`src/rtl/tmoss_pkg.sv`:
```
// tmoss_pkg: shared types and constants of the trimmed-mean OCV/SOC estimator.
// Used by every module under rtl/. No dependencies.
package tmoss_pkg;

	localparam int SMP_W = 18;
	localparam int SOC_W = 17;
	localparam int OCV_W = 23;
	localparam int SER_W = 8;
	localparam int TEN_W = 5;
	localparam int IDX_W = 4;
	localparam int V_W = 28;
	localparam int BND_W = 24;
	localparam int DIV_NW = 48;
	localparam int DIV_DW = 24;
	localparam int DS_W = SOC_W + 1;
	localparam int DV_W = OCV_W + 1;
	localparam int NUM_W = DS_W + DV_W;
	localparam int RES_W = DIV_NW + 2;
	localparam int TRIM_DIV = 20;
	localparam int MEAN_SCALE = 1000;

	localparam logic [SOC_W-1:0] SOC_FULL = 17'd65536;
	localparam logic [SOC_W-1:0] SOC_DEFAULT = 17'd32768;

	localparam logic REG_SERIES = 1'b0;
	localparam logic REG_ENTRIES = 1'b1;

	localparam logic [SER_W-1:0] SERIES_RST = 8'd1;
	localparam logic [TEN_W-1:0] ENTRIES_RST = 5'd16;

	typedef enum logic [1:0] {
		DS_MEAN = 2'd0,
		DS_VOLT = 2'd1,
		DS_INTERP = 2'd2
	} div_sel_t;

	typedef enum logic [1:0] {
		OS_DEFAULT = 2'd0,
		OS_DIRECT = 2'd1,
		OS_INTERP = 2'd2
	} out_src_t;

	typedef struct packed {
		logic [SOC_W-1:0] soc;
		logic [OCV_W-1:0] ocv;
	} tbl_ent_t;

	typedef struct packed {
		logic smp_write;
		logic tbl_write;
		logic scan_start;
		logic scan_run;
		logic div_start;
		div_sel_t div_sel;
		logic mean_load;
		logic v_load;
		logic walk_start;
		logic walk_run;
		logic interp_load;
		logic num_load;
		logic out_load;
		out_src_t out_src;
	} tmoss_cmd_t;

	typedef struct packed {
		logic dflt;
		logic scan_done;
		logic div_done;
		logic walk_done;
		logic direct;
	} tmoss_stat_t;

endpackage

```
`src/rtl/tmoss_ctrl.sv`:
```
// tmoss_ctrl: estimator sequencer, issues datapath commands per step.
// Depends on tmoss_pkg for the command and status structs.
module tmoss_ctrl import tmoss_pkg::*; (
	input  logic        clk,
	input  logic        arst_n,
	input  logic        start,
	input  logic        action,
	input  logic        is_last,
	input  tmoss_stat_t st,
	output tmoss_cmd_t  cmd,
	output logic        busy
);

	typedef enum logic [9:0] {
		S_IDLE   = 10'b00_0000_0001,
		S_EVAL   = 10'b00_0000_0010,
		S_SCAN   = 10'b00_0000_0100,
		S_MDIV   = 10'b00_0000_1000,
		S_VSTART = 10'b00_0001_0000,
		S_VDIV   = 10'b00_0010_0000,
		S_WALK   = 10'b00_0100_0000,
		S_IMUL   = 10'b00_1000_0000,
		S_ISTART = 10'b01_0000_0000,
		S_IDIV   = 10'b10_0000_0000
	} state_t;

	state_t state_q, state_nxt;

	always_comb begin
		cmd = '0;
		state_nxt = state_q;
		case (state_q)
			S_IDLE: begin
				if (start) begin
					cmd.smp_write = action;
					cmd.tbl_write = !action;
					if (action && is_last) state_nxt = S_EVAL;
				end
			end
			S_EVAL: begin
				if (st.dflt) begin
					cmd.out_load = 1'b1;
					cmd.out_src = OS_DEFAULT;
					state_nxt = S_IDLE;
				end else begin
					cmd.scan_start = 1'b1;
					state_nxt = S_SCAN;
				end
			end
			S_SCAN: begin
				cmd.scan_run = 1'b1;
				if (st.scan_done) begin
					cmd.div_start = 1'b1;
					cmd.div_sel = DS_MEAN;
					state_nxt = S_MDIV;
				end
			end
			S_MDIV: begin
				if (st.div_done) begin
					cmd.mean_load = 1'b1;
					state_nxt = S_VSTART;
				end
			end
			S_VSTART: begin
				cmd.div_start = 1'b1;
				cmd.div_sel = DS_VOLT;
				state_nxt = S_VDIV;
			end
			S_VDIV: begin
				if (st.div_done) begin
					cmd.v_load = 1'b1;
					cmd.walk_start = 1'b1;
					state_nxt = S_WALK;
				end
			end
			S_WALK: begin
				cmd.walk_run = 1'b1;
				if (st.walk_done) begin
					cmd.interp_load = 1'b1;
					state_nxt = S_IMUL;
				end
			end
			S_IMUL: begin
				if (st.direct) begin
					cmd.out_load = 1'b1;
					cmd.out_src = OS_DIRECT;
					state_nxt = S_IDLE;
				end else begin
					cmd.num_load = 1'b1;
					state_nxt = S_ISTART;
				end
			end
			S_ISTART: begin
				cmd.div_start = 1'b1;
				cmd.div_sel = DS_INTERP;
				state_nxt = S_IDIV;
			end
			S_IDIV: begin
				cmd.div_sel = DS_INTERP;
				if (st.div_done) begin
					cmd.out_load = 1'b1;
					cmd.out_src = OS_INTERP;
					state_nxt = S_IDLE;
				end
			end
			default: state_nxt = S_IDLE;
		endcase
	end

	always_ff @(posedge clk or negedge arst_n) begin
		if (!arst_n) state_q <= S_IDLE;
		else state_q <= state_nxt;
	end

	assign busy = (state_q != S_IDLE);

endmodule

```
`config.mk`:
```
export PLATFORM = sky130hd
export DESIGN_NAME = tmoss_ctrl
export DESIGN_NICKNAME = d
export VERILOG_FILES = /design/src/rtl/tmoss_pkg.sv /design/src/rtl/tmoss_ctrl.sv
export SDC_FILE = /design/constraint.sdc
export NUM_CORES = 1
export LEC_CHECK = 0
export ABC_AREA = 0
export BUFFER_PORTS_ARGS = -buffer_cell sky130_fd_sc_hd__buf_4
export CAP_MARGIN = 30
export CORE_UTILIZATION = 48
export CTS_BUF_LIST = sky130_fd_sc_hd__clkbuf_4
export DETAILED_ROUTE_END_ITERATION = 12
export GPL_ROUTABILITY_DRIVEN = 0
export GPL_TIMING_DRIVEN = 0
export PLACE_DENSITY = 0.76
export SYNTH_ARGS = -nofsm -noshare
export SYNTH_HDL_FRONTEND = slang
export SYNTH_SLANG_ARGS = --single-unit
```
`constraint.sdc`:
```
create_clock -name clk -period 4.4 [get_ports clk]
set_input_delay 0.88 -clock clk [delete_from_list [all_inputs] [get_ports clk]]
set_output_delay 0.88 -clock clk [all_outputs]
set_load 0.005 [all_outputs]
```
==> impl_metrics.toml <==
[clock_network]
cts_setup_buffers = 0
cts_inserted_buffers = 3
htreeDepth = 1
cts_root_buffer = "clkbuf_4"
path_clk_slew_ns = 0.08
clockBufferDepth = 2
cts_hold_buf = 0
clk_latency_ns = 0.26
cts_sinks = 10
post_cts_resized = 0
cts_tree = "done"

[logic_synthesis]
synthXorXnorAreaFrac_pct = 4.230
synth_warnings = 0
synth_top_family_by_area = "simple AND/OR/NAND/NOR gates"
yosys-top-cells-count = "9 x dfrtp_1, 9 x nor2_1, 6 x nand2_1"
syn_inst = 92
synth_compound_area_share_pct = 12.84
netlist_area_um2 = 828.3
synth_area_leader_cell = "dfrtp_1"
ys_seq_area_share_pct = 30.36
yosys_register_bits = 10
avgSynthCellArea_um2 = 9.003
synthTopCellsByArea = "dfrtp_1 27%, nor2_1 4.1%, nor3_2 3.6%"
synth_edf_count = 0
synth-main-ff-cell = "dfrtp_1"
synthSimpleGateAreaFrac_pct = 46.22
synth_mux_area_share_pct = 0
synth_top_area_share_pct = 27.19
ys_types = 43
synthAdderAreaFrac_pct = 0
synth_nets = 102
async_reset_ff_share_pct = 100.0

[finish]
final_area_um2 = 1070
reg_top3 = "state_q: 10 flops"
antenna_cells = 0
top_register = "state_q"
post-route-util_pct = 68.62
largest_register_ffs = 10
drive_gt1_share_pct = 40.98
fin_nets = 133
area_delta_synth_final_pct = 29.15

[route]
firstDrtPassIters = 8
vias = 794
wl_per_cell_um = 13.25
antenna_left = 0
vias_per_cell = 5.754
drc_errors = 4
initialDrtViolationCount = 23
wirelength_mm = 1.828

[placement]
place_area_um2 = 1044
dp_hpwl_mm = 1.433
port_buffers = 26

[floorplanning]
start_util_pct = 53.13
die_y_um = 43.54
fp.dieArea_um2 = 1896
rows = 14
dieWidth_um = 43.54
core_um2 = 1559
io_pins = 27

[setup_path]
worst-path-max-fanout = 6
end_kind = "output port"
cp-start-kind = "register"
r2r_start = "state_q[1]"
r2r-end = "state_q[3]"
ff2ff_path_depth = 5
cp.arrival_ns = 1.95
reg2reg_slack_ns = 2.64
worstSetupPathType = "register to output port"
required_ns = 3.52

[power_and_ir_drop]
p_int_uw = 234.9
seqPwrFrac_pct = 31.3
p_leak_uw = 0.0005052
p_sw_share_pct = 39.58
irDropWorstVdd_mv = 0.2565
p_comb_share_pct = 51.1
power.share.clock_pct = 17.6
p_per_area_nw_per_um2 = 363.4
p_switching_uw = 153.9

[timing]
max_freq_ghz = 0.3537
setup_viol = 0
setup_tns_ns = 0
clock_skew_ns = 0.002037
slew_headroom_pct = 66.88
rsz0062_at_grt = "no"
drv_slew = 0
worst_slew_pin_slew_ns = 0.4900
fin_crit_ns = 2.828
finalCritPeriodShare_pct = 64.26
hold_viol_final = 0

[global_route]
grt_pass1_wl_mm = 3.077
grt_pass1_vias = 702
grt_max_degree = 11
grt-ovfl-total = 0
grt_use_total_pct = 22.17
antenna_found_initial = 0

[job]
drv_cap = 0

[run_status]
violations = "design-rule violations"
status = "finished, violations left"

[min_path]
hold_path.class = "input pin to async pin"
final cells by class:
cell class              count  area [um2]
repair buffers             26       195.2
fillers                   148       489.2
flip-flops and latches     10       251.5
plain buffers               5       45.04
well taps                  16       20.02
inverters                   2       7.507
clock inverters             1       3.754
clock buffers               3       22.52
multi-input cells          75       524.3
cell families (layout without fill, tap and decap cells):
logic type	count (synthesis)	in the layout
and+or+nand+nor	57	57
AOI/OAI and AO/OA	14	14
DFF	10	10
buffers and inverters	7	37
xor gates and xnor gates	4	4
worst max-delay path by stage:
| stage | startpoint | to | slack, ns | cells after the start |
|---|---|---|---|---|
| 2_1_floorplan | state_q[2] | cmd[7] | 2.04 | 5 |
| 3_3_place_gp | state_q[1] | cmd[7] | 1.86 | 5 |
| 3_5_place_dp | state_q[1] | cmd[7] | 1.86 | 5 |
| 4_1_cts | state_q[1] | cmd[7] | 1.55 | 5 |
| 5_1_grt | state_q[1] | cmd[7] | 1.42 | 5 |
| 6_report | state_q[1] | cmd[7] | 1.57 | 5 |
layer usage:
layer	wire (um)	vias up	GRT usage, %
met3	98	2	3.750
met4	21	0	7.500
met5	0	-	0
li1	-	405	-
met2	819	24	33.73
met1	889	363	31.84
placed cells by master, fill, tap and decap left out, types with 2 or more instances in the layout:
cell,n
and2_1,4
buf_4,29
buf_6,2
clkbuf_4,3
dfrtp_1,9
inv_1,2
nand2_1,6
nand2b_1,4
nand3_1,4
nor2_1,9
nor3_1,4
nor3_2,3
nor3b_1,2
nor4_1,3
o21ai_0,2
o21ai_1,2
or2_2,3
or4_1,2
xnor2_1,3
worst max-delay path, cell delays in order, from the launching register on:
cell and delay (ns):
dfrtp_1 0.45, nor4_2 0.41, nand3_1 0.23, nor3_1 0.33, buf_4 0.16, buf_4 0.09
stage by stage:
| step | setup WS [ns] | std cells | total power, uW | hold WS (ns) |
|---|---|---|---|---|
| after floorplan | 2.044 | 92 | 263.8 | 0.5374 |
| after global placement | 1.862 | 134 | 318.7 | 0.5596 |
| after detailed placement | 1.858 | 134 | 320.6 | 0.5743 |
| after CTS | 1.553 | 138 | 389.8 | 0.4375 |
| after global routing | 1.422 | 138 | 416.8 | 0.4246 |
| final | 1.572 | 138 | 388.7 | 0.4311 |
power groups by stage:
stage	sequential, uW	combinational [uW]	clock, uW
finish	122	199	68.4
global route	125	218	74.4
CTS	121	199	69.3
detailed placement	123	198	0
global placement	123	196	0
floorplan	120	143	0
Note: power is estimated with default switching activity, not from simulation.
